==> src/hw/rtl/lcrb_pkg.sv <==
// Shared types and constants for the LED chain refresh buffer.
`default_nettype none
package lcrb_pkg;

	localparam int LED_COUNT_DEF = 16;
	localparam int IN_IDX_W      = 5;
	localparam int BYTE_W        = 8;

	typedef enum logic [1:0] {
		KIND_SET     = 2'd0,
		KIND_ALL_OFF = 2'd1,
		KIND_REFRESH = 2'd2
	} kind_t;

	typedef struct packed {
		logic [BYTE_W-1:0] blue;
		logic [BYTE_W-1:0] red;
		logic [BYTE_W-1:0] green;
	} colour_t;

	typedef struct packed {
		logic wr_en;
		logic clr;
		logic rd_en;
	} store_ctl_t;

endpackage
`default_nettype wire

==> src/hw/rtl/lcrb_store.sv <==
// Colour memory with per-entry valid bits and a registered read port.
`default_nettype none
module lcrb_store #(
	parameter int DEPTH = lcrb_pkg::LED_COUNT_DEF,
	parameter int IDX_W = (DEPTH > 1) ? $clog2(DEPTH) : 1
) (
	input  wire                     clk,
	input  wire                     arst_n,
	input  lcrb_pkg::store_ctl_t    ctl,
	input  wire  [IDX_W-1:0]        wr_idx,
	input  lcrb_pkg::colour_t       wr_data,
	input  wire  [IDX_W-1:0]        rd_idx,
	output lcrb_pkg::colour_t       rd_data
);

	lcrb_pkg::colour_t mem [DEPTH];
	logic [DEPTH-1:0]  valid_q;
	lcrb_pkg::colour_t rd_data_q;

	always_ff @(posedge clk or negedge arst_n) begin
		if (!arst_n) begin
			valid_q <= '0;
		end else if (ctl.clr) begin
			valid_q <= '0;
		end else if (ctl.wr_en) begin
			valid_q[wr_idx] <= 1'b1;
		end
	end

	always_ff @(posedge clk) begin
		if (ctl.wr_en) begin
			mem[wr_idx] <= wr_data;
		end
	end

	always_ff @(posedge clk) begin
		if (ctl.rd_en) begin
			rd_data_q <= valid_q[rd_idx] ? mem[rd_idx] : '0;
		end
	end

	assign rd_data = rd_data_q;

endmodule
`default_nettype wire

==> src/hw/rtl/led_chain_refresh_buffer.sv <==
// Top level of the LED chain refresh buffer: item decode, dirty mark and refresh sequencer.
// A set item or an all-off item is taken while the sequencer is idle. A refresh tick with
// entries pending emits three bytes (blue, red, green) for each LED from 0 up to the highest
// changed entry, one byte per cycle while the output is not stalled, and holds the input off
// for the whole run; the single read port of the colour memory fetches the next LED while
// the green byte of the current one leaves. Reset and an all-off item clear the colour memory
// at once and mark the whole chain.
`default_nettype none
module led_chain_refresh_buffer #(
	parameter int LED_COUNT = lcrb_pkg::LED_COUNT_DEF
) (
	input  wire                            clk,
	input  wire                            arst_n,
	input  wire                            in_valid,
	output logic                           in_stall,
	input  wire  [1:0]                     kind,
	input  wire  [lcrb_pkg::IN_IDX_W-1:0]  entry_index,
	input  wire  [lcrb_pkg::BYTE_W-1:0]    red_value,
	input  wire  [lcrb_pkg::BYTE_W-1:0]    green_value,
	input  wire  [lcrb_pkg::BYTE_W-1:0]    blue_value,
	output logic                           out_valid,
	input  wire                            out_stall,
	output logic [lcrb_pkg::BYTE_W-1:0]    chain_byte,
	output logic                           last_of_run
);

	localparam int IDX_W = (LED_COUNT > 1) ? $clog2(LED_COUNT) : 1;
	localparam logic [lcrb_pkg::IN_IDX_W:0] COUNT_EXT = (lcrb_pkg::IN_IDX_W + 1)'(LED_COUNT);
	localparam logic [IDX_W-1:0] MARK_FULL = IDX_W'(LED_COUNT - 1);

	typedef enum logic {ST_IDLE, ST_RUN} state_t;
	typedef enum logic [1:0] {SUB_BLUE, SUB_RED, SUB_GREEN} sub_t;

	state_t                       state_q;
	sub_t                         sub_q;
	logic [IDX_W-1:0]             pos_q;
	logic [IDX_W-1:0]             run_last_q;
	logic [IDX_W-1:0]             mark_q;
	logic                         flag_q;
	logic                         out_valid_q;
	logic [lcrb_pkg::BYTE_W-1:0]  chain_byte_q;
	logic                         last_of_run_q;

	logic                         in_acc;
	logic                         is_set;
	logic                         is_off;
	logic                         go;
	logic                         slot_free;
	logic                         adv;
	logic                         last_byte;
	logic                         fetch_next;
	logic [IDX_W-1:0]             set_idx;
	logic [IDX_W-1:0]             rd_idx;
	logic [lcrb_pkg::BYTE_W-1:0]  sel_byte;
	lcrb_pkg::store_ctl_t         ctl;
	lcrb_pkg::colour_t            wr_data;
	lcrb_pkg::colour_t            rd_data;

	assign in_stall  = (state_q == ST_RUN);
	assign in_acc    = in_valid && !in_stall;
	assign is_set    = in_acc && (kind == lcrb_pkg::KIND_SET)
			&& ({1'b0, entry_index} < COUNT_EXT);
	assign is_off    = in_acc && (kind == lcrb_pkg::KIND_ALL_OFF);
	assign go        = in_acc && (kind == lcrb_pkg::KIND_REFRESH) && flag_q;
	assign set_idx   = entry_index[IDX_W-1:0];
	assign slot_free = !out_valid_q || !out_stall;
	assign adv       = (state_q == ST_RUN) && slot_free;
	assign last_byte = (sub_q == SUB_GREEN) && (pos_q == run_last_q);
	assign fetch_next = adv && (sub_q == SUB_GREEN) && (pos_q != run_last_q);
	assign rd_idx    = go ? '0 : pos_q + 1'b1;

	assign ctl.wr_en = is_set;
	assign ctl.clr   = is_off;
	assign ctl.rd_en = go || fetch_next;

	assign wr_data.blue  = blue_value;
	assign wr_data.red   = red_value;
	assign wr_data.green = green_value;

	always_comb begin
		case (sub_q)
			SUB_BLUE:  sel_byte = rd_data.blue;
			SUB_RED:   sel_byte = rd_data.red;
			SUB_GREEN: sel_byte = rd_data.green;
			default:   sel_byte = '0;
		endcase
	end

	lcrb_store #(
		.DEPTH (LED_COUNT),
		.IDX_W (IDX_W)
	) u_store (
		.clk     (clk),
		.arst_n  (arst_n),
		.ctl     (ctl),
		.wr_idx  (set_idx),
		.wr_data (wr_data),
		.rd_idx  (rd_idx),
		.rd_data (rd_data)
	);

	always_ff @(posedge clk or negedge arst_n) begin
		if (!arst_n) begin
			state_q       <= ST_IDLE;
			sub_q         <= SUB_BLUE;
			pos_q         <= '0;
			run_last_q    <= '0;
			mark_q        <= MARK_FULL;
			flag_q        <= 1'b1;
			out_valid_q   <= 1'b0;
			chain_byte_q  <= '0;
			last_of_run_q <= 1'b0;
		end else begin
			if (adv) begin
				out_valid_q   <= 1'b1;
				chain_byte_q  <= sel_byte;
				last_of_run_q <= last_byte;
			end else if (!out_stall) begin
				out_valid_q <= 1'b0;
			end
			case (state_q)
				ST_IDLE: begin
					if (is_set) begin
						flag_q <= 1'b1;
						if (!flag_q || (set_idx > mark_q)) begin
							mark_q <= set_idx;
						end
					end
					if (is_off) begin
						flag_q <= 1'b1;
						mark_q <= MARK_FULL;
					end
					if (go) begin
						state_q    <= ST_RUN;
						pos_q      <= '0;
						sub_q      <= SUB_BLUE;
						run_last_q <= mark_q;
						flag_q     <= 1'b0;
						mark_q     <= '0;
					end
				end
				ST_RUN: begin
					if (adv) begin
						case (sub_q)
							SUB_BLUE:  sub_q <= SUB_RED;
							SUB_RED:   sub_q <= SUB_GREEN;
							default: begin
								sub_q <= SUB_BLUE;
								if (pos_q == run_last_q) begin
									state_q <= ST_IDLE;
								end else begin
									pos_q <= pos_q + 1'b1;
								end
							end
						endcase
					end
				end
				default: state_q <= ST_IDLE;
			endcase
		end
	end

	assign out_valid   = out_valid_q;
	assign chain_byte  = chain_byte_q;
	assign last_of_run = last_of_run_q;

	a_no_write_in_run: assert property (@(posedge clk) disable iff (!arst_n)
		(state_q == ST_RUN) |-> (!ctl.wr_en && !ctl.clr))
		else $error("store written during a refresh run");

	a_run_ends: assert property (@(posedge clk) disable iff (!arst_n)
		(adv && last_byte) |=> (state_q == ST_IDLE) && out_valid_q && last_of_run_q)
		else $error("refresh run did not end on its last byte");

	a_go_clears: assert property (@(posedge clk) disable iff (!arst_n)
		go |=> (state_q == ST_RUN) && !flag_q && (mark_q == '0) && (pos_q == '0))
		else $error("refresh start did not clear pending state");

	a_pos_bound: assert property (@(posedge clk) disable iff (!arst_n)
		(state_q == ST_RUN) |-> (pos_q <= run_last_q))
		else $error("refresh position passed the mark");

endmodule
`default_nettype wire
==> config.mk <==
export PLATFORM = sky130hd
export DESIGN_NAME = led_chain_refresh_buffer
export DESIGN_NICKNAME = d
export VERILOG_FILES = /design/src/hw/rtl/lcrb_pkg.sv /design/src/hw/rtl/lcrb_store.sv /design/src/hw/rtl/led_chain_refresh_buffer.sv
export SDC_FILE = /design/constraint.sdc
export NUM_CORES = 1
export LEC_CHECK = 0
export ABC_AREA = 1
export BUFFER_PORTS_ARGS = -buffer_cell sky130_fd_sc_hd__buf_2
export CORE_MARGIN = 2
export CORE_UTILIZATION = 60
export DETAILED_ROUTE_END_ITERATION = 8
export PLACE_DENSITY_LB_ADDON = 0.25
export SYNTH_ARGS = -nofsm -noshare
export SYNTH_HDL_FRONTEND = slang
export SYNTH_SLANG_ARGS = --single-unit
==> constraint.sdc <==
create_clock -name clk -period 4.05 [get_ports clk]
set_input_delay 0.81 -clock clk [delete_from_list [all_inputs] [get_ports clk]]
set_output_delay 0.81 -clock clk [all_outputs]
set_load 0.005 [all_outputs]
==> results of run 1 <==
-- cells in the final DEF, fill, tap and decap left out, types with 2 or more instances in the layout --
cell type | netlist | layout
a21oi_1 | 5 | 5
buf_12 | 0 | 6
buf_2 | 56 | 45
buf_4 | 2 | 25
clkbuf_1 | 43 | 10
clkbuf_16 | 0 | 47
clkbuf_8 | 0 | 2
clkinv_1 | 1 | 12
clkinv_2 | 0 | 4
clkinv_8 | 0 | 2
dfrtp_1 | 37 | 36
dfstp_2 | 5 | 5
edfxtp_1 | 408 | 408
ha_1 | 5 | 4
inv_1 | 224 | 223
inv_2 | 5 | 5
nand2_1 | 266 | 266
nand2_4 | 0 | 2
nand3_1 | 346 | 346
nand3b_1 | 49 | 49
nor2_1 | 79 | 67
nor2_4 | 0 | 13
o2111ai_1 | 76 | 76
o21a_1 | 11 | 11
o21ai_0 | 11 | 11
or2_2 | 77 | 77
xnor2_1 | 2 | 2
xor2_1 | 4 | 4
-- how the worst min path moves through the flow --
stage | startpoint | end | slack, ns | cells after the start
2_1_floorplan | mark_q[3] | mark_q[3] | 0.44 | 2
3_3_place_gp | mark_q[3] | mark_q[3] | 0.45 | 2
3_5_place_dp | mark_q[3] | mark_q[3] | 0.45 | 2
4_1_cts | arst_n | u_store.valid_q[0] | 0.43 | 1
5_1_grt | arst_n | run_last_q[1] | 0.48 | 1
6_report | arst_n | u_store.valid_q[13] | 0.41 | 1
-- cells in the mapped netlist (all sizes together) (11+ instances only) --
library cell,number
edfxtp,408
nand3,347
nand2,269
inv,229
nor2,80
or2,78
o2111ai,76
buf,65
nand3b,49
clkbuf,43
dfrtp,37
o21a,11
o21ai,11
-- flip-flops by register name, indices dropped and copies added, names as in the netlist --
signal,cells
chain_byte,8
in_stall,1
pos_q,4
run_last_q,4
u_store.rd_data,24
sub_q,2
flag_q,1
u_store.mem,384
mark_q,4
out_valid,1
u_store.valid_q,16
last_of_run,1
-- power breakdown --
group / internal [mW] / total (mW) / switching (mW)
registers: 5.40 / 5.58 / 0.188
clock network: 2.15 / 3.81 / 1.66
logic: 1.81 / 5.70 / 3.89
total: 9.36 / 15.1 / 5.73
-- cell families after synthesis --
| kind of cell | share of synthesized area [%] |
|---|---|
| AOI/OAI and AO/OA | 4.28 |
| xor gates and xnor gates | 0.269 |
| adders and majority gates | 0.320 |
| buffers and inverters | 6.88 |
| DFF | 68.0 |
| and+or+nand+nor | 20.2 |
-- through the flow --
stage | instances | hold WS [ns] | power, mW
after CTS | 2216 | 0.431 | 15.1
after global routing | 2216 | 0.476 | 16.0
after floorplan | 1729 | 0.443 | 9.71
final | 2217 | 0.414 | 15.1
after global placement | 2139 | 0.453 | 11.2
after detailed placement | 2139 | 0.454 | 11.3
-- final cells by class --
cell class	count	share of cell area, %
Antenna cell	1	0.0116
Clock inverter	18	0.469
Clock buffer	59	5.74
Multi-Input combinational cell	941	23.2
Tap cell	442	2.56
Sequential cell	450	61.5
Timing Repair Buffer	76	2.46
Inverter	230	4.01
-- layer usage --
layer	vias up	part of all wire, %
met1	6368	40
met3	122	8.9
li1	6015	-
met2	648	48
met4	2	3.2
met5	-	0.024
==> metrics.txt, run 1 <==
initial antenna violation count 2; setup tns final 0 ns; Crit path max-delay family simple AND/OR/NAND/NOR gates; multi-input logic area 0.00502 mm²; vias per inst 5.93; Worst Slack Setup Final 0.998 ns; CP endpoint u_store.rd_data[1]; fraction of layout cells with a size suffix above 1 13.6%; hpwl dp 23.8 mm; Synth area leader edfxtp_1; routed vias 13200; worst-path cell chain ha_2 > xnor2_1 > nor2_4 > buf_4 > nand3_1 > nand3_1 > nand2_2 > nand2_1 > inv_1; Reg2Reg Setup Slack 1.0 ns; WP buf/inv 2; area of the mapped netlist 0.0196 mm²; Setup crit start pos_q[0]; post-route antenna net violation count 0; critical path fanouts, max 50; post-CTS sizing 0; post-synthesis net count 1769; final core utilization 67.0%; Post-synth top flop edfxtp_1; Starting Density 60.6%; Worst Path Class, Setup register to register; Synth cell types 30; Core Area 0.0323 mm²; Top Usage Layer GRT met2; Placed Area 0.0203 mm²; number of global-route vias before repair 12600; met1 track demand over resource 38.8%; Synth async-reset ratio 9.33%; Worst Path Required 4.36 ns; buffer depth of the longest clock path 3; CTS H-Tree Depth 2; status finished, final reports clean; R2R depth 9; Yosys warning count 0; Final Hold Fails 0; FF-to-FF Start pos_q[0]; max-slew violations 0; most frequent cell on the critical path nand3_1; Hold WC Path Type input port to async pin; Clk Latency, worst-skew pair 0.55 ns; DRC 0; crit path DAT 3.36 ns; Vert. Die Dim 185 µm; register area share after synthesis 68.0%; Die X 185 µm; Layout Nets 1785; CTS Buf Count 46; CTS tree yes; First DRT Iteration DRCs 1635; max cap viols 0; max incr delay on CP 0.81 ns; WL/cell 20.6 µm; fin crit share 75.4%; Worst path slowest cell dfrtp_2; Relative slew margins 34.0%; unrepaired setup endpoints after global routing false; met2 usage 44.5%; final setup fails 0; number of synthesized flops with an enable pin 408; Tmin final 3.05 ns; Hold Buf Count CTS 0; Worst setup EP type register; Gate Count Post-Synth 1729; CP Depth 9; startpoint types register; GR Util All Layers 27.7%; WL final 45.7 mm; f_max 0.328 GHz; Post-CTS Setup Repair Bufs 0; static leakage 8.55 nW; port buffer count 45; maximum vdd ir drop 0.564 mV; layout filler cell count 2347; Synth Area per Inst 11.3 µm²; met3 GRT Util 4.41%; CTS clk-pin slew, worst paths 0.06 ns; Ports 46; Final Cell Area 0.0216 mm²; Total Die Area 0.0341 mm²; Yosys top cell area share 62.6%; Area Growth Syn to Fin 10.5%; Std-Cell Rows 66; top post-synthesis cells by area edfxtp_1 (63%), nand3_1 (8.8%), nand2_1 (5.1%), dfrtp_1 (4.7%), inv_1 (4.3%); Place WS 0.697 ns; global-route wire length before repair 71.6 mm; Root Buffer clkbuf_16; power per cell area 698 mW/mm²; TritonRoute pass-1 iters 5; gp weighted congestion 0.791; CTS Sinks 450; global route overflow 0; largest net degree at the start of global routing 161; Yosys reg bits 450; skew final 0.0138 ns; Least-Margin Pin Slew 0.989 ns; reg2reg end u_store.rd_data[1]; register area 0.0133 mm²
(Power assumes the default switching activity.)
==> run 2: changes to the inputs <==
--- a/config.mk
+++ b/config.mk
@@ -5,7 +5,7 @@
 export SDC_FILE = /design/constraint.sdc
 export NUM_CORES = 1
 export LEC_CHECK = 0
-export ABC_AREA = 1
+export ABC_AREA = 0
 export BUFFER_PORTS_ARGS = -buffer_cell sky130_fd_sc_hd__buf_2
 export CORE_MARGIN = 2
 export CORE_UTILIZATION = 60
==> constraint.sdc (replaced) <==
create_clock -name clk -period 2.9 [get_ports clk]
set_input_delay 0.58 -clock clk [delete_from_list [all_inputs] [get_ports clk]]
set_output_delay 0.58 -clock clk [all_outputs]
set_load 0.005 [all_outputs]
==> metrics.txt, run 2 <==
# placed instances 1509 (was 2139); gp weighted congestion 0.821 (was 0.791); CTS Sinks 450 (unchanged); fin crit share 88.2% (was 75.4%); Layout Nets 1205 (was 1785); GR Util All Layers 27.1% (was 27.7%); post-CTS sizing 0 (unchanged); startpoint types register (unchanged); Synth cell types 47 (was 30); Hold Slack 0.106 ns (was 0.414 ns); Total Die Area 0.0314 mm² (was 0.0341 mm²); Biggest register u_store.mem (unchanged); Hold WC Path Type input port to async pin (unchanged); max cap viols 0 (unchanged); skew final 0.0305 ns (was 0.0138 ns); number of synthesized flops with an enable pin 408 (unchanged); unrepaired setup endpoints after global routing false (unchanged); Root Buffer clkbuf_16 (unchanged); Die X 177 µm (was 185 µm); max reg flops 384 (unchanged); hpwl dp 24.1 mm (was 23.8 mm); Vert. Die Dim 177 µm (was 185 µm); WL/cell 25.8 µm (was 20.6 µm); TritonRoute pass-1 iters 7 (was 5); initial antenna violation count 1 (was 2); port buffer count 45 (unchanged); top post-synthesis cells by area edfxtp_1 (68%), mux4_2 (6.1%), dfrtp_1 (5.1%), mux2_2 (3.3%), a21oi_1 (3.2%) (was edfxtp_1 (63%), nand3_1 (8.8%), nand2_1 (5.1%), dfrtp_1 (4.7%), inv_1 (4.3%)); critical path fanouts, max 75 (was 50); top cells by count, synth edfxtp_1 (408), a21oi_1 (115), nor2_1 (90) (was edfxtp_1 (408), nand3_1 (346), nand2_1 (266)); CTS clk-pin slew, worst paths 0.06 ns (about the same); First DRT Iteration DRCs 1221 (was 1635); Synth async-reset ratio 9.33% (unchanged); Synth area leader edfxtp_1 (unchanged); CTS Buf Count 44 (was 46); register area share after synthesis 73.9% (was 68.0%); routed vias 10300 (was 13200); Yosys top cell area share 68.0% (was 62.6%); Worst setup EP type register (unchanged); Least-Margin Pin Slew 0.764 ns (was 0.989 ns); Post-CTS Setup Repair Bufs 0 (unchanged); Worst Path Required 3.17 ns (was 4.36 ns); power per cell area 941 mW/mm² (was 698 mW/mm²); Layout Cells excl Fill 1589 (was 2217); Final Hold Fails 0 (unchanged); commonest non-fill, non-tap cell in the layout edfxtp_1 (unchanged); vias per inst 6.46 (was 5.93); # diodes 0 (was 1); fraction of layout cells with a size suffix above 1 25.8% (was 13.6%); status finished, final reports clean (unchanged); Yosys reg bits 450 (unchanged); Gate Count Post-Synth 1081 (was 1729); CTS tree yes (unchanged); Tmin final 2.56 ns (was 3.05 ns); global-route wire length before repair 62.5 mm (was 71.6 mm); Relative slew margins 49.1% (was 34.0%); static leakage 6.92 nW (was 8.55 nW); number of global-route vias before repair 10200 (was 12600); Worst Path Class, Setup register to register (unchanged); maximum vdd ir drop 0.607 mV (was 0.564 mV); global route overflow 0 (unchanged); Std-Cell Rows 63 (was 66); most frequent cells in the layout edfxtp_1 (408), a21oi_1 (115), nor2_1 (77) (was edfxtp_1 (408), nand3_1 (346), nand2_1 (266)); CTS H-Tree Depth 2 (unchanged); Starting Density 60.9% (was 60.6%); f_max 0.391 GHz (was 0.328 GHz); post-route antenna net violation count 0 (unchanged); largest net degree at the start of global routing 76 (was 161); post-synthesis net count 1121 (was 1769); most common cell in the netlist edfxtp_1 (unchanged); DRC 0 (unchanged); Ports 46 (unchanged); WL final 41.0 mm (was 45.7 mm); Core Area 0.0296 mm² (was 0.0323 mm²); Yosys warning count 0 (unchanged); setup tns final 0 ns (unchanged); Synth Area per Inst 16.7 µm² (was 11.3 µm²); area of the mapped netlist 0.0180 mm² (was 0.0196 mm²); Post-synth top flop edfxtp_1 (unchanged); crit path DAT 2.83 ns (was 3.36 ns); Clk Latency, worst-skew pair 0.55 ns (about the same); final setup fails 0 (unchanged); max-slew violations 0 (unchanged); buffer depth of the longest clock path 3 (unchanged); Area Growth Syn to Fin 15.1% (was 10.5%); Hold Buf Count CTS 0 (unchanged)
-- run 2: metrics by stage --
| stage | power, mW | utilization (%) | setup WS (ns) | instance area, µm² |
|---|---|---|---|---|
| global placement | 14.0 | 65.4 | 0.449 | 19300 |
| detailed placement | 14.1 | 65.4 | 0.355 | 19300 |
| finish | 19.5 | 70.1 | 0.342 | 20700 |
| CTS | 19.5 | 70.1 | 0.386 | 20700 |
| floorplan | 12.0 | - | 0.0504 | 18000 |
| global route | 20.3 | 70.1 | 0.239 | 20700 |
-- run 2: kinds of logic after synthesis --
logic type | share of synthesized area [%]
AO/OA/AOI/OAI | 7.32
XOR/XNOR | 0.382
adder cells (fa/ha/maj) | 0.347
buffers and inverters | 1.97
flip-flops | 73.9
multiplexers | 10.2
AND/OR/NAND/NOR | 5.84
-- run 2: layout make-up --
type	instances	area [µm²]
inverters	8	30.0
well taps	390	488
clock buffers	61	1240
clock inverters	19	155
flip-flops and latches	450	13300
fillers	1853	8840
repair buffers	108	998
multi-input cells	553	4500
-- run 2: layer usage --
layer  up-vias  track usage, %  wire (µm)
li1       4445               -          -
met1      5230            39.4      16700
met2       510            43.1      19900
met3        79            3.91       3280
met4         2            8.88       1110
met5         -               0         13
-- run 2: path summary, 6_finish.rpt --
| kind | startpoint | endpoint | slack (ns) | cells past startpoint |
|---|---|---|---|---|
| worst max-delay path | pos_q[0] | u_store.rd_data[15] | 0.34 | 7 |
| worst min-delay path | arst_n | u_store.valid_q[1] | 0.11 | 1 |
| worst max register to register | pos_q[0] | u_store.rd_data[15] | 0.34 | 7 |
| worst min register to register | mark_q[0] | mark_q[0] | 0.48 | 2 |
| max in group asynchronous | arst_n | mark_q[0] | 2.07 | 2 |
| min in group clk | out_stall | out_valid | 0.29 | 3 |
-- run 2: critical path, cell delays in order (launching register included) --
cell and delay (ns):
dfrtp_4 0.44, buf_12 0.32, mux4_2 0.58, o21ai_0 0.22
nand2_1 0.12, a21oi_2 0.23, buf_12 0.23, a21oi_1 0.08
-- run 2: report_power, final --
group	switching, mW	internal (mW)	total [mW]
clock	2.31	3.16	5.48
combinational	3.52	2.81	6.32
sequential	0.253	7.44	7.69
==> run 3: changes to the inputs <==
--- a/config.mk
+++ b/config.mk
@@ -11,6 +11,8 @@
 export CORE_UTILIZATION = 60
 export DETAILED_ROUTE_END_ITERATION = 8
 export PLACE_DENSITY_LB_ADDON = 0.25
+export SLEW_MARGIN = 20
 export SYNTH_ARGS = -nofsm -noshare
 export SYNTH_HDL_FRONTEND = slang
+export SYNTH_HIERARCHICAL = 1
 export SYNTH_SLANG_ARGS = --single-unit
==> metrics.txt, run 3 <==
Area Growth Syn to Fin 14.8% (was 15.1%); Root Buffer clkbuf_16 (unchanged); Yosys reg bits 450 (unchanged); Relative slew margins 37.9% (was 49.1%); WL final 37.4 mm (was 41.0 mm); global route overflow 0 (unchanged); WL/cell 27.3 µm (was 25.8 µm); Final Hold Fails 0 (unchanged); fraction of layout cells with a size suffix above 1 28.8% (was 25.8%); max-slew violations 0 (unchanged); Synth async-reset ratio 9.33% (unchanged); gp weighted congestion 0.775 (was 0.821); Die X 174 µm (was 177 µm); Hold WC Path Type input port to async pin (unchanged); hpwl dp 19.7 mm (was 24.1 mm); DRC 0 (unchanged); vias per inst 6.40 (was 6.46); Worst path slowest cell dfrtp_1 (was mux4_2); static leakage 6.62 nW (was 6.92 nW); Post-synth top flop edfxtp_1 (unchanged); met2 usage 41.7% (was 43.1%); Synth cell types 42 (was 47); top post-synthesis cells by area edfxtp_1 (70%), mux4_2 (13%), dfrtp_1 (5.3%), a22oi_1 (2.1%), nor2_1 (1.4%) (was edfxtp_1 (68%), mux4_2 (6.1%), dfrtp_1 (5.1%), mux2_2 (3.3%), a21oi_1 (3.2%)); max reg flops 384 (unchanged); TritonRoute pass-1 iters 5 (was 7); Reg2Reg Setup Slack 0.19 ns (was 0.34 ns); f_max 0.369 GHz (was 0.391 GHz); CTS Sinks 450 (unchanged); port buffer count 45 (unchanged); met3 GRT Util 4.37% (was 3.91%); First DRT Iteration DRCs 916 (was 1221); skew final 0.0197 ns (was 0.0305 ns); Top Usage Layer GRT met2 (unchanged); most frequent cells in the layout edfxtp_1 (408), mux4_2 (100), nor2_1 (51) (was edfxtp_1 (408), a21oi_1 (115), nor2_1 (77)); largest net degree at the start of global routing 64 (was 76); CTS Buf Count 44 (unchanged); Layout Cells excl Fill 1373 (was 1589); FF-to-FF Start pos_q[0] (unchanged); CTS H-Tree Depth 2 (unchanged); Core Area 0.0286 mm² (was 0.0296 mm²); worst-path cell chain ha_1 > xnor2_1 > nor2_4 > buf_4 > mux4_2 > a22oi_1 > a21oi_1 (was buf_12 > mux4_2 > o21ai_0 > nand2_1 > a21oi_2 > buf_12 > a21oi_1); Crit path max-delay family flip-flops (was multiplexers); fin crit share 93.5% (was 88.2%); Least-Margin Pin Slew 0.931 ns (was 0.764 ns); reg2reg end u_store/rd_data[7] (was u_store.rd_data[15]); final setup fails 0 (unchanged); Internal 12.9 mW (was 13.4 mW); most common cell in the netlist edfxtp_1 (unchanged); GR Util All Layers 25.5% (was 27.1%); Std-Cell Rows 62 (was 63); # placed instances 1291 (was 1509); status finished, final reports clean (unchanged); Total Die Area 0.0304 mm² (was 0.0314 mm²); Yosys top cell area share 70.4% (was 68.0%); initial antenna violation count 3 (was 1); crit path DAT 3.00 ns (was 2.83 ns); Worst setup EP type register (unchanged); WP buf/inv 1 (was 2); unrepaired setup endpoints after global routing false (unchanged); register area share after synthesis 76.5% (was 73.9%); Worst Path Required 3.19 ns (was 3.17 ns); Vert. Die Dim 174 µm (was 177 µm); Post-CTS Setup Repair Bufs 0 (unchanged); Worst Slack Setup Final 0.187 ns (was 0.342 ns); global-route wire length before repair 56.3 mm (was 62.5 mm); max incr delay on CP 0.49 ns (was 0.58 ns); switching power 5.41 mW (was 6.08 mW); Synth Area per Inst 20.1 µm² (was 16.7 µm²); maximum vdd ir drop 0.666 mV (was 0.607 mV); Ports 46 (unchanged); Biggest register u_store/mem (was u_store.mem); CTS clk-pin slew, worst paths 0.06 ns (about the same); buffer depth of the longest clock path 3 (unchanged); Hold Buf Count CTS 0 (unchanged); R2R depth 7 (unchanged); number of global-route vias before repair 9112 (was 10200); post-CTS sizing 0 (unchanged); Layout Nets 993 (was 1205); CTS tree yes (unchanged); max cap viols 0 (unchanged); number of synthesized flops with an enable pin 408 (unchanged); startpoint types register (unchanged); Clk Latency, worst-skew pair 0.55 ns (about the same); post-route antenna net violation count 0 (unchanged); Starting Density 60.8% (was 60.9%); commonest non-fill, non-tap cell in the layout edfxtp_1 (unchanged); sw frac 29.5% (was 31.2%); Clock power frac 30.2% (was 28.1%); Synth area leader edfxtp_1 (unchanged); critical path fanouts, max 33 (was 75); Worst Path Class, Setup register to register (unchanged); Place WS 0.00376 ns (was 0.355 ns); sequential power share 41.3% (was 39.5%); logic gate share of total power 28.5% (was 32.4%); met1 track demand over resource 35.1% (was 39.4%); post-synthesis net count 904 (was 1121); routed vias 8788 (was 10300); Gate Count Post-Synth 864 (was 1081); Yosys warning count 6 (was 0); area of the mapped netlist 0.0174 mm² (was 0.0180 mm²); power per cell area 917 mW/mm² (was 941 mW/mm²); Tmin final 2.71 ns (was 2.56 ns); top cells by count, synth edfxtp_1 (408), mux4_2 (100), nor2_1 (66) (was edfxtp_1 (408), a21oi_1 (115), nor2_1 (90))
[run 3: cell families (layout without fill, tap and decap cells)]
family	Yosys count	in the layout	synth area share, %
flops	450	450	76.5
xor+xnor	7	7	0.396
other cells	0	2	0
compound gates	119	119	4.58
fa+ha+maj	5	5	0.360
buf+inv	52	175	1.45
mux	112	112	13.6
simple gates	119	119	3.06
[run 3: worst max-delay path by stage]
stage | to | from | slack, ns | depth (start not counted)
floorplan | u_store/mem[1][0] | in_valid | -0.27 | 5
global placement | u_store/rd_data[13] | kind[0] | 0.05 | 8
detailed placement | u_store/rd_data[13] | kind[1] | 0.004 | 8
CTS | u_store/rd_data[7] | pos_q[0] | 0.18 | 7
global route | u_store/rd_data[7] | pos_q[0] | 0.04 | 7
finish | u_store/rd_data[7] | pos_q[0] | 0.19 | 7
[run 3: per-layer routing]
layer	part of all wire, %	routed length, µm	vias to the layer above
li1	-	-	3714
met1	39	14400	4585
met2	50	18800	393
met3	7.7	2890	94
met4	3.3	1250	2
met5	0.035	13	-
[run 3: cell type report]
type	instances	area, µm²
Inverter	6	22.5
Clock buffer	57	1170
Tap cell	384	480
Clock inverter	23	231
Fill cell	1762	8650
Antenna cell	2	5.00
Multi-Input combinational cell	362	4000
Sequential cell	450	13300
Timing Repair Buffer	89	756
[run 3: power by group through the flow]
stage | combinational [mW] | clock (mW) | sequential [mW]
floorplan | 3.82 | 0 | 7.63
global placement | 5.10 | 0 | 7.70
detailed placement | 5.18 | 0 | 7.71
CTS | 5.26 | 5.60 | 7.57
global route | 5.58 | 5.83 | 7.60
finish | 5.22 | 5.52 | 7.57
[run 3: through the flow]
| step | total power, mW | setup TNS (ns) | util, % | area (µm²) | hold WS (ns) |
|---|---|---|---|---|---|
| 2_1_floorplan | 11.5 | -19.83 | - | 17400 | 0.284 |
| 4_1_cts | 18.4 | 0 | 69.8 | 20000 | 0.197 |
| 3_5_place_dp | 12.9 | 0 | 64.9 | 18600 | 0.485 |
| 5_1_grt | 19.0 | 0 | 69.8 | 20000 | 0.255 |
| 3_3_place_gp | 12.8 | 0 | 64.9 | 18600 | 0.474 |
| 6_report | 18.3 | 0 | 69.8 | 20000 | 0.170 |
